**src/hdl/plru_pkg.sv**
```systemverilog
`timescale 1ns / 1ps

package plru_pkg;

  // default geometry
  localparam int unsigned SETS_DEF = 64;
  localparam int unsigned WAYS_DEF = 4;

  // fixed field widths of the words
  localparam int unsigned SET_IDX_W = 6;
  localparam int unsigned WAY_W     = 2;
  localparam int unsigned MASK_W    = 4;

  // operation codes
  localparam logic OP_TOUCH  = 1'b0;
  localparam logic OP_VICTIM = 1'b1;

  // controller -> datapath
  typedef struct packed {
    logic clr_we;   // write zeros at clear pointer, advance pointer
    logic capture;  // latch input word, launch tree read
    logic exec;     // resolve item: tree update and result load
  } plru_cmd_t;

  // datapath -> controller
  typedef struct packed {
    logic clr_last; // clear pointer at last set
  } plru_sts_t;

endpackage

```
**src/hdl/plru_ctrl.sv**
```systemverilog
`timescale 1ns / 1ps

module plru_ctrl (
  input  logic               clk,
  input  logic               rst_n,
  input  logic               in_valid,
  output logic               in_stall,
  output logic               out_valid,
  input  logic               out_stall,
  output plru_pkg::plru_cmd_t cmd,
  input  plru_pkg::plru_sts_t sts
);

  localparam logic [1:0] ST_CLEAR = 2'd0;
  localparam logic [1:0] ST_IDLE  = 2'd1;
  localparam logic [1:0] ST_EXEC  = 2'd2;

  logic [1:0] state_r, state_nxt;
  logic       out_valid_r, out_valid_nxt;
  logic       out_free;
  logic       accept;

  // result register can take a new word
  assign out_free = !out_valid_r || !out_stall;
  assign in_stall = (state_r != ST_IDLE);
  assign accept   = in_valid && !in_stall;
  assign out_valid = out_valid_r;

  // commands
  assign cmd.clr_we  = (state_r == ST_CLEAR);
  assign cmd.capture = accept;
  assign cmd.exec    = (state_r == ST_EXEC) && out_free;

  // next state
  always_comb begin
    state_nxt     = state_r;
    out_valid_nxt = out_valid_r;
    if (out_valid_r && !out_stall) begin
      out_valid_nxt = 1'b0;
    end
    unique case (state_r)
      ST_CLEAR: begin
        if (sts.clr_last) state_nxt = ST_IDLE;
      end
      ST_IDLE: begin
        if (accept) state_nxt = ST_EXEC;
      end
      ST_EXEC: begin
        if (out_free) begin
          state_nxt     = ST_IDLE;
          out_valid_nxt = 1'b1;
        end
      end
      default: state_nxt = ST_CLEAR;
    endcase
  end

  always_ff @(posedge clk) begin
    if (!rst_n) begin
      state_r     <= ST_CLEAR;
      out_valid_r <= 1'b0;
    end else begin
      state_r     <= state_nxt;
      out_valid_r <= out_valid_nxt;
    end
  end

  // a new result only ever comes out of the execute step
  a_rise_from_exec: assert property (@(posedge clk) disable iff (!rst_n)
    $rose(out_valid_r) |-> $past(state_r) == ST_EXEC)
    else $error("result appeared without an execute step");

  // an accepted word always moves to execute
  a_accept_exec: assert property (@(posedge clk) disable iff (!rst_n)
    accept |=> state_r == ST_EXEC)
    else $error("accepted word not executed");

  // execute waits while a stalled result occupies the register
  a_exec_holds: assert property (@(posedge clk) disable iff (!rst_n)
    (state_r == ST_EXEC && out_valid_r && out_stall) |=> state_r == ST_EXEC && out_valid_r)
    else $error("result overwritten under stall");

endmodule

```
**src/hdl/plru_dpath.sv**
```systemverilog
`timescale 1ns / 1ps

module plru_dpath #(
  parameter int unsigned SETS = plru_pkg::SETS_DEF,
  parameter int unsigned WAYS = plru_pkg::WAYS_DEF
) (
  input  logic                           clk,
  input  logic                           rst_n,
  input  plru_pkg::plru_cmd_t            cmd,
  output plru_pkg::plru_sts_t            sts,
  input  logic                           in_op,
  input  logic [plru_pkg::SET_IDX_W-1:0] in_set_index,
  input  logic [plru_pkg::WAY_W-1:0]     in_way,
  input  logic [plru_pkg::MASK_W-1:0]    in_valid_mask,
  output logic [plru_pkg::WAY_W-1:0]     out_evict_way
);

  localparam int unsigned ADDR_W = (SETS > 1) ? $clog2(SETS) : 1;
  localparam int unsigned LEVELS = $clog2(WAYS + 1) - 1;  // halvings of the walk
  localparam int unsigned NODES  = (1 << LEVELS) - 1;     // node bits per set
  localparam int unsigned WV_W   = $clog2(WAYS + 1);      // holds 0..WAYS

  // tree store, one row per set
  logic [NODES-1:0] tree_mem [SETS];

  logic [ADDR_W-1:0]                clr_ptr_r;
  logic [ADDR_W-1:0]                addr_r;
  logic                             op_r;
  logic                             set_ok_r;
  logic [plru_pkg::WAY_W-1:0]       way_r;
  logic [plru_pkg::MASK_W-1:0]      vmask_r;
  logic [NODES-1:0]                 rd_tree_r;
  logic [plru_pkg::WAY_W-1:0]       victim_r;

  logic [ADDR_W-1:0]                rd_addr;
  logic                             we;
  logic [ADDR_W-1:0]                wa;
  logic [NODES-1:0]                 wd;
  logic [NODES-1:0]                 tree_upd;
  logic [NODES-1:0]                 tree_eff;
  logic                             way_ok;
  logic [WV_W-1:0]                  way_ext;
  logic [WV_W-1:0]                  t_base;
  logic [WV_W-1:0]                  half;
  logic [LEVELS-1:0]                t_node;
  logic                             t_right;
  logic [WV_W-1:0]                  v_sum;
  logic [LEVELS-1:0]                v_node;
  logic                             v_right;
  logic                             inv_hit;
  logic [WV_W-1:0]                  inv_way;
  logic [WV_W-1:0]                  victim;

  assign rd_addr = ADDR_W'(in_set_index);
  assign sts.clr_last = (32'(clr_ptr_r) == SETS - 1);

  // clear pointer
  always_ff @(posedge clk) begin
    if (!rst_n) begin
      clr_ptr_r <= '0;
    end else if (cmd.clr_we && !sts.clr_last) begin
      clr_ptr_r <= clr_ptr_r + 1'b1;
    end
  end

  // input capture
  always_ff @(posedge clk) begin
    if (cmd.capture) begin
      op_r     <= in_op;
      addr_r   <= rd_addr;
      set_ok_r <= (32'(in_set_index) < SETS);
      way_r    <= in_way;
      vmask_r  <= in_valid_mask;
    end
  end

  // memory: one write, one registered read held until the next capture
  always_ff @(posedge clk) begin
    if (we) begin
      tree_mem[wa] <= wd;
    end
    if (cmd.capture) begin
      rd_tree_r <= tree_mem[rd_addr];
    end
  end

  // out-of-range sets read as all zeros
  assign tree_eff = set_ok_r ? rd_tree_r : '0;
  assign way_ext  = WV_W'(way_r);
  assign way_ok   = (32'(way_r) < WAYS);

  // touch walk: each node points away from the side taken
  always_comb begin
    tree_upd = tree_eff;
    t_base   = '0;
    t_node   = '0;
    half     = '0;
    t_right  = 1'b0;
    for (int i = 0; i < LEVELS; i++) begin
      half     = WV_W'(WAYS >> (i + 1));
      t_right  = (way_ext >= t_base + half);
      tree_upd[t_node] = !t_right;
      t_node   = (t_node << 1) + (t_right ? LEVELS'(2) : LEVELS'(1));
      if (t_right) t_base = t_base + half;
    end
  end

  // victim walk: go right on a set node bit
  always_comb begin
    v_sum   = '0;
    v_node  = '0;
    v_right = 1'b0;
    for (int i = 0; i < LEVELS; i++) begin
      v_right = tree_eff[v_node];
      v_node  = (v_node << 1) + (v_right ? LEVELS'(2) : LEVELS'(1));
      if (v_right) v_sum = v_sum + WV_W'(WAYS >> (i + 1));
    end
  end

  // lowest way that is not valid; ways past the mask count as not valid
  always_comb begin
    inv_hit = 1'b0;
    inv_way = '0;
    for (int w = WAYS - 1; w >= 0; w--) begin
      if (w >= plru_pkg::MASK_W || !vmask_r[w % plru_pkg::MASK_W]) begin
        inv_hit = 1'b1;
        inv_way = WV_W'(w);
      end
    end
  end

  assign victim = inv_hit ? inv_way : v_sum;

  // write port: clear pass or touch update
  always_comb begin
    if (cmd.clr_we) begin
      we = 1'b1;
      wa = clr_ptr_r;
      wd = '0;
    end else begin
      we = cmd.exec && (op_r == plru_pkg::OP_TOUCH) && set_ok_r && way_ok;
      wa = addr_r;
      wd = tree_upd;
    end
  end

  // result register
  always_ff @(posedge clk) begin
    if (cmd.exec) begin
      victim_r <= (op_r == plru_pkg::OP_VICTIM) ? plru_pkg::WAY_W'(victim) : '0;
    end
  end

  assign out_evict_way = victim_r;

  // clear and touch never share the write port
  a_port_excl: assert property (@(posedge clk) disable iff (!rst_n)
    !(cmd.clr_we && cmd.exec))
    else $error("clear and execute in the same cycle");

  // no word accepted during the clear pass
  a_no_capture_clr: assert property (@(posedge clk) disable iff (!rst_n)
    !(cmd.clr_we && cmd.capture))
    else $error("capture during clear pass");

  // a touch result is always zero
  a_touch_zero: assert property (@(posedge clk) disable iff (!rst_n)
    (cmd.exec && op_r == plru_pkg::OP_TOUCH) |=> victim_r == '0)
    else $error("touch returned a nonzero way");

endmodule

```
**src/hdl/tree_plru_replacement.sv**
```systemverilog
`timescale 1ns / 1ps
// Tree pseudo-LRU state, one tree per set, kept in a single-port-write memory.
// An accepted word is captured with its tree read, then resolved in the execute state
// into the result register that offers it on out_*. One word is taken at a time (tree
// read, then update/write back), and execute waits while a stalled result holds the
// output register. Reset (rst_n low, synchronous) starts a clear pass over every set
// that zeroes every tree; in_stall stays high until the pass is done.
module tree_plru_replacement #(
  parameter int unsigned SETS = plru_pkg::SETS_DEF,
  parameter int unsigned WAYS = plru_pkg::WAYS_DEF
) (
  input  logic                           clk,
  input  logic                           rst_n,
  input  logic                           in_valid,
  output logic                           in_stall,
  input  logic                           in_op,
  input  logic [plru_pkg::SET_IDX_W-1:0] in_set_index,
  input  logic [plru_pkg::WAY_W-1:0]     in_way,
  input  logic [plru_pkg::MASK_W-1:0]    in_valid_mask,
  output logic                           out_valid,
  input  logic                           out_stall,
  output logic [plru_pkg::WAY_W-1:0]     out_evict_way
);

  plru_pkg::plru_cmd_t cmd;
  plru_pkg::plru_sts_t sts;

  // control
  plru_ctrl u_ctrl (
    .clk       (clk),
    .rst_n     (rst_n),
    .in_valid  (in_valid),
    .in_stall  (in_stall),
    .out_valid (out_valid),
    .out_stall (out_stall),
    .cmd       (cmd),
    .sts       (sts)
  );

  // tree store and walks
  plru_dpath #(
    .SETS (SETS),
    .WAYS (WAYS)
  ) u_dpath (
    .clk           (clk),
    .rst_n         (rst_n),
    .cmd           (cmd),
    .sts           (sts),
    .in_op         (in_op),
    .in_set_index  (in_set_index),
    .in_way        (in_way),
    .in_valid_mask (in_valid_mask),
    .out_evict_way (out_evict_way)
  );

endmodule

```
**config.mk**
```make
export PLATFORM = sky130hd
export DESIGN_NAME = tree_plru_replacement
export DESIGN_NICKNAME = d
export VERILOG_FILES = /design/src/hdl/plru_pkg.sv /design/src/hdl/plru_ctrl.sv /design/src/hdl/plru_dpath.sv /design/src/hdl/tree_plru_replacement.sv
export SDC_FILE = /design/constraint.sdc
export NUM_CORES = 1
export LEC_CHECK = 0
export ABC_AREA = 0
export ABC_CLOCK_PERIOD_IN_PS = 9100
export BUFFER_PORTS_ARGS = -buffer_cell sky130_fd_sc_hd__buf_2
export CAP_MARGIN = 25
export CORE_ASPECT_RATIO = 0.5
export CORE_MARGIN = 10
export CORE_UTILIZATION = 60
export CTS_BUF_LIST = sky130_fd_sc_hd__clkbuf_16
export DETAILED_ROUTE_END_ITERATION = 6
export GPL_TIMING_DRIVEN = 0
export PLACE_DENSITY_LB_ADDON = 0.1
export SLEW_MARGIN = 20
export SYNTH_ARGS = -nofsm -noshare
export SYNTH_HDL_FRONTEND = slang
export SYNTH_HIERARCHICAL = 1
export SYNTH_SLANG_ARGS = --single-unit
```
**constraint.sdc**
```tcl
create_clock -name clk -period 9.1 [get_ports clk]
set_input_delay 0.91 -clock clk [delete_from_list [all_inputs] [get_ports clk]]
set_output_delay 0.91 -clock clk [all_outputs]
set_load 0.005 [all_outputs]
```
==> flow_summary_export.csv, run 1 <==
group,metric,value,unit
run_status,status,"complete, no violations",
detailed_routing,first_pass_iters,6,
cells_and_area,seqCellArea,6486,µm²
floorplanning,core_area,14620,µm²
cells_and_area,drive_gt1_share,18.29,%
worst_setup_path,worst-path-max-fanout,10,
placed_design,dp_hpwl,13410,µm
sta,hold_violations,0,
sta,finalCritPeriodShare,31.75,%
synthesis,synth_common_cells,"edfxtp_1, nor2_1, nand2_1",
clocking,hold_buffers,0,
cells_and_area,layoutNonFillerInstCount,783,
placed_design,place_congestion,0.9006,
hold_path,hold_path.class,"reg -> reg",
hold_path,hold_end,"u_ctrl/out_valid",
synthesis,synth.avg_cell_area,17.19,µm²
sta,maxSlewViolCount,0,
worst_setup_path,worstReg2RegStart,"u_ctrl/state_r[1]",
job,maxCapViolCount,0,
clocking,cts_setup_buffers,0,
clocking,cts.sinks,219,
synthesis,synth-adder-area-share,0.1381,%
detailed_routing,vias,5033,
power,power.total,1.949,mW
worst_setup_path,crit_path_end_kind,"flip-flop",
synthesis,ys_ff_latch,219,
sta,worstMarginPinSlew,1.012,ns
synthesis,synth_top_family_by_area,"multiplexers",
grt,grt_max_degree,37,
floorplanning,die_area,20710,µm²
cells_and_area,antenna-diode-count,0,
detailed_routing,drc,0,
grt,grt_pass1_wl,30280,µm
power,p_leak,3.453,nW
clocking,numCtsBuffers,19,
synthesis,ys.flop_type,"edfxtp_1",
synthesis,yosysSeqAreaShare,71.61,%
worst_setup_path,start_kind,"input port",
worst_setup_path,critical_path_class,"in -> reg",
sta,worst_slack,6.211,ns
synthesis,synth_cell_types,49,
synthesis,synth_cells,527,
floorplanning,io_pins,21,
cells_and_area,multi_input_area,2392,µm²
grt,grt_util_all_layers,19.14,%
synthesis,ys_top_cells_by_area,"edfxtp_1, mux4_2, mux4_1, nor2_1, dfxtp_1",
floorplanning,rows,31,
synthesis,syn-num-nets,545,
sta,setup_viol_count_final,0,
synthesis,synth.cell_area,9057,µm²
detailed_routing,finalWirelength,19860,µm
synthesis,synth-simple-area-share,7.902,%
placed_design,place_ws,5.807,ns
worst_setup_path,crit_arrival,3.10,ns
clocking,ctsResizeCount,0,
cells_and_area,area_growth,11.67,%
sta,fin_setup_tns,0,ns
clocking,cts_tree,"done",
synthesis,synth-edff-count,210,
placed_design,io_buffers,20,
clocking,clk_latency,0.49,ns
synthesis,async_flop_share,0,%
worst_setup_path,r2r_slack,6.34,ns
clocking,cts-root-buf,"clkbuf_16",
grt,antenna_found_initial,0,
floorplanning,initial_core_util,61.94,%
sta,skew,0.006591,ns
detailed_routing,avgViaCountPerCell,6.428,
power,irDropWorstVdd,103.8,µV
worst_setup_path,cp.required,9.31,ns
floorplanning,die_h,106.9,µm
sta,rsz0062_at_grt,"false",
sta,slew_headroom,32.07,%
detailed_routing,antenna_left,0,
synthesis,synth_top_area_share,69.62,%
sta,fin_crit,2.889,ns
synthesis,ys_warn_count,6,
grt,grt_overflow,0,
cells_and_area,num-fill-cells,916,
grt,grt_pass1_vias,5051,
synthesis,synth_compound_area_share,4.351,%
sta,fmax,346.1,MHz
worst_setup_path,r2r_end,"u_dpath/tree_mem[5][0]",
hold_path,holdPathStages,2,
hold_path,holdCritStartpoint,"u_ctrl/out_valid",
clocking,htreeDepth,1,
cells_and_area,nNetsFinal,591,
synthesis,synth_mux_area_share,13.58,%
detailed_routing,drtIter0Drc,573,
floorplanning,die_width,193.8,µm
synthesis,yosysMostFrequentCell,"edfxtp_1",
synthesis,synth_xor_area_share,0.1934,%
synthesis,synth.largest_area_cell,"edfxtp_1",
power,power_density,192.7,nW/µm²
worst_setup_path,reg2regPathDepth,5,
sta,hold_slack,0.5194,ns
placed_design,dpl.cell_count,750,
detailed_routing,wl_per_cell,25.37,µm
clocking,clk_path_buf_depth,3,
clocking,path_clk_slew,0.06,ns
routing by layer:
| layer | track usage, % | part of all wire, % | wire length, µm |
|---|---|---|---|
| met1 | 27.05 | 43 | 8464 |
| met2 | 28.33 | 43 | 8627 |
| met3 | 6.157 | 12 | 2378 |
| met4 | 4.950 | 2.0 | 391 |
| met5 | 0 | 0 | 0 |
where the power goes:
part	switching [mW]	internal [mW]	total, mW
clock network	0.346	0.409	0.755
logic	0.0575	0.0395	0.0969
registers	0.00280	1.09	1.10
total	0.406	1.54	1.95
cell type report:
cell class | count | share of cell area [%]
clock inverters | 14 | 0.8783
flip-flops and latches | 219 | 64.13
clock buffers | 19 | 4.701
well taps | 198 | 2.449
repair buffers | 25 | 2.202
plain buffers | 22 | 1.658
multi-input cells | 277 | 23.65
inverters | 9 | 0.3340
worst max path at each step:
stage	slack, ns	endpoint	from	cells past startpoint
final	6.21	u_dpath/rd_tree_r[0]	in_set_index[2]	7
after global routing	6.14	u_dpath/tree_mem[53][1]	u_ctrl/state_r[1]	6
after CTS	6.32	u_dpath/rd_tree_r[1]	in_set_index[2]	7
after detailed placement	5.81	u_dpath/rd_tree_r[1]	in_set_index[2]	7
after global placement	4.34	u_dpath/tree_mem[5][1]	u_ctrl/state_r[1]	4
after floorplan	6.14	u_dpath/tree_mem[0][1]	u_ctrl/state_r[1]	4
flip-flops by register name, summed over array words and instances (netlist names):
name                   flops
u_ctrl/out_valid           1
u_ctrl/state_r             2
u_dpath/addr_r             6
u_dpath/clr_ptr_r          6
u_dpath/op_r               1
u_dpath/out_evict_way      2
u_dpath/rd_tree_r          3
u_dpath/tree_mem         192
u_dpath/vmask_r            4
u_dpath/way_r              2
placed cells by master (no fill, tap or decap), drive strengths merged, types with 6 or more instances in the layout:
cell type / netlist / routed
edfxtp: 210 / 210
nor2: 78 / 78
mux4: 48 / 48
buf: 14 / 39
nand2: 38 / 38
clkbuf: 8 / 27
nand3: 12 / 12
inv: 9 / 12
clkinv: 0 / 10
dfxtp: 9 / 9
a22oi: 8 / 8
nand2b: 8 / 8
a21oi: 8 / 8
mux2i: 7 / 7
nor3: 7 / 7
o21ai: 6 / 6
through the flow:
stage                     util [%]  instance area [µm²]
after floorplan                  -                 9057
after global placement       64.32                 9405
after detailed placement     65.31                 9550
after CTS                    69.17                10110
after global routing         69.17                10110
final                        69.17                10110
critical path, stage by stage:
cell      delay [ns]
buf_2           0.20
clkbuf_1        0.59
mux4_2          0.40
a22oi_1         0.29
nand3_1         0.19
a21o_1          0.24
a22o_1          0.27
kinds of logic after synthesis:
logic type / Yosys count
adders and majority gates: 1
muxes: 57
xor gates and xnor gates: 2
AOI/OAI and AO/OA: 55
and+or+nand+nor: 162
buffers and inverters: 31
DFF: 219
(Power assumes the default switching activity.)
==> run 2, diff against run 1 <==
- ABC_AREA: 0 -> 1
- ABC_CLOCK_PERIOD_IN_PS: 9100 -> 2800
- clock period: 9.1 -> 2.8 ns (I/O delays scaled with it)
==> run 2 against run 1 <==
- die area rose by 1.6%
- via count increased by 32%
- area after synthesis rose by 1.9%
- non-clock buffer count grew 32
- worst hold slack got worse by 0.50 ns
- critical path type is now reg -> reg
- sequential cell count did not move
- global-route usage is 2.6 points higher
- clock-buffer cell count stayed put
- largest power group unchanged
- combinational power increased to 4.0 times the previous value
- clock skew grew 0.0076 ns
- critical path depth up 1
==> flow_summary_export.csv, run 2 <==
group,metric,value,unit
run_status,status,"complete, no violations",
sta,finalCritPeriodShare,93.09,%
detailed_routing,avgViaCountPerCell,5.966,
synthesis,async_flop_share,0,%
floorplanning,die_h,107.7,µm
synthesis,ys_ff_latch,219,
synthesis,ys_warn_count,6,
synthesis,synth_top_family_by_area,"simple AND/OR/NAND/NOR gates",
clocking,numCtsBuffers,19,
cells_and_area,top_regs,"u_dpath/tree_mem x192, u_dpath/addr_r x6, u_dpath/clr_ptr_r x6",
synthesis,synth_top_area_share,68.33,%
floorplanning,die_area,21040,µm²
detailed_routing,finalWirelength,22880,µm
synthesis,synth_compound_area_share,1.600,%
detailed_routing,vias,6628,
floorplanning,io_pins,21,
sta,fmax,383.7,MHz
worst_setup_path,crit_chain,"nor2_1 > buf_2 > buf_4 > nand2_1 > o21ai_4 > inv_2 > nand4_1 > nor2_1",
cells_and_area,nNetsFinal,920,
worst_setup_path,critPathTopFamily,"simple AND/OR/NAND/NOR gates",
worst_setup_path,path_buf_inv,3,
cells_and_area,largest-register,"u_dpath/tree_mem",
worst_setup_path,critical_path_class,"reg -> reg",
worst_setup_path,cp_slowest_stage_delay,0.58,ns
sta,setup_viol_count_final,0,
cells_and_area,largest_reg_flops,192,
power,p_int,4.903,mW
worst_setup_path,start_kind,"flip-flop",
grt,grt_pass1_wl,35160,µm
synthesis,synth-edff-count,210,
cells_and_area,drive_gt1_share,10.30,%
power,seqPwrFrac,56.8,%
synthesis,synth.largest_area_cell,"edfxtp_1",
sta,slew_headroom,44.89,%
worst_setup_path,worstReg2RegStart,"u_ctrl/state_r[0]",
detailed_routing,drtIter0Drc,806,
worst_setup_path,worst-path-max-fanout,10,
detailed_routing,first_pass_iters,5,
clocking,path_clk_slew,0.07,ns
job,maxCapViolCount,0,
floorplanning,initial_core_util,62.45,%
floorplanning,core_area,14780,µm²
sta,worstMarginPinSlew,0.8191,ns
grt,grt_util_all_layers,21.79,%
power,clkPwrFrac,37.1,%
synthesis,synth-adder-area-share,0.1356,%
cells_and_area,final_cell_mix,"nand2_1, edfxtp_1, nand3_1",
grt,grt_overflow,0,
synthesis,synth_common_cells,"nand2_1, edfxtp_1, nand3_1",
worst_setup_path,crit_arrival,2.76,ns
clocking,cts_tree,"done",
worst_setup_path,cp.required,2.96,ns
worst_setup_path,cp_slowest_cell,"nand4_1",
clocking,cts.sinks,219,
grt,antenna_found_initial,0,
cells_and_area,area_growth,12.70,%
synthesis,synth-simple-area-share,24.44,%
clocking,htreeDepth,1,
power,switchingPower,1.376,mW
sta,hold_violations,0,
sta,fin_crit,2.606,ns
synthesis,synth_cell_types,29,
worst_setup_path,crit_path_end_kind,"flip-flop",
sta,skew,0.01424,ns
clocking,ctsResizeCount,0,
detailed_routing,drc,0,
cells_and_area,antenna-diode-count,0,
power,comb_power_share,6.2,%
clocking,clk_path_buf_depth,3,
clocking,clk_latency,0.50,ns
grt,grt_max_degree,29,
synthesis,synth_cells,843,
hold_path,hold_path.class,"in -> reg",
synthesis,synth_xor_area_share,0,%
cells_and_area,layout_commonest_cell,"nand2_1",
sta,rsz0062_at_grt,"false",
synthesis,synth.cell_area,9229,µm²
floorplanning,rows,31,
synthesis,syn-num-nets,861,
placed_design,dp_hpwl,15810,µm
hold_path,holdCritStartpoint,"in_set_index[2]",
sta,maxSlewViolCount,0,
placed_design,io_buffers,20,
clocking,cts-root-buf,"clkbuf_16",
synthesis,synth_mux_area_share,0.1085,%
sta,hold_slack,0.01632,ns
power,power_density,603.7,nW/µm²
synthesis,yosysMostFrequentCell,"nand2_1",
synthesis,ys.flop_type,"edfxtp_1",
worst_setup_path,path_common_cell,"nor2_1",
placed_design,dpl.cell_count,1068,
cells_and_area,layoutNonFillerInstCount,1111,
grt,grt_pass1_vias,6284,
synthesis,ys_top_cells_by_area,"edfxtp_1, nand2_1, nand3_1, nor2_1, dfxtp_1",
power,p_leak,4.003,nW
power,swShare,21.91,%
placed_design,place_congestion,0.9164,
detailed_routing,antenna_left,0,
power,irDropWorstVdd,345.2,µV
floorplanning,die_width,195.4,µm
synthesis,synth.avg_cell_area,10.95,µm²
synthesis,yosysSeqAreaShare,70.28,%
detailed_routing,wl_per_cell,20.59,µm
worst_setup_path,crit_start,"u_ctrl/state_r[0]",
-- run 2: area by class of cell --
cell class                 instances  area, µm²
buffer                            41      207.7
sequential                       219       6486
inverter                          29      108.9
clock buffer                      19      475.5
timing repair buffer              38      354.1
tap                              198      247.7
fill                            1076       4377
multi-input combinational        554       2457
clock inverter                    13      63.81
-- run 2: logic make-up (layout without fill, tap and decap cells) --
| kind of cell | after synthesis | in the layout |
|---|---|---|
| and+or+nand+nor | 529 | 529 |
| DFF | 219 | 219 |
| buffers and inverters | 70 | 140 |
| AOI/OAI and AO/OA | 23 | 23 |
| adders and majority gates | 1 | 1 |
| muxes | 1 | 1 |
-- run 2: power by group through the flow --
stage	clock (mW)	sequential [mW]	combinational, mW
finish	2.33	3.56	0.386
global route	2.49	3.56	0.415
CTS	2.36	3.56	0.366
global placement	0	3.63	0.349
floorplan	0	3.63	0.221
detailed placement	0	3.64	0.356
-- run 2: stage by stage --
step | setup slack, ns | util (%) | instance area, µm² | TNS (ns) | power [mW]
floorplan | 0.02696 | - | 9238 | 0 | 3.854
global route | 0.03742 | 70.38 | 10400 | 0 | 6.468
CTS | 0.1862 | 70.23 | 10380 | 0 | 6.291
finish | 0.1936 | 70.38 | 10400 | 0 | 6.279
detailed placement | 0.1941 | 66.04 | 9759 | 0 | 3.991
global placement | -2.167 | 64.86 | 9585 | -308.15 | 3.984
-- run 2: path summary, 6_finish.rpt --
kind | endpoint | slack, ns | cells after the start
setup / recovery | u_dpath/tree_mem[41][1] | 0.19 | 8
hold / removal | u_dpath/addr_r[2] | 0.02 | 1
hold reg to reg | u_ctrl/out_valid | 0.51 | 2
setup reg to reg | u_dpath/tree_mem[41][1] | 0.19 | 8
-- run 2: routing by layer --
layer  wire [µm]  share of wire [%]  vias up  GRT usage (%)
met5           0                  0        -              0
met4         560                2.4        0          6.934
met3        3059                 13       48          6.188
met2        9700                 42      384          31.24
met1        9560                 42     3143          31.35
li1            -                  -     3053              -
-- run 2: what timing repair did --
item                                    4_1_cts  5_1_grt
hold buffers                                  8        0
endpoints found under the setup margin        0       42
buffers inserted                              0        3
hold endpoints to repair                      8        0
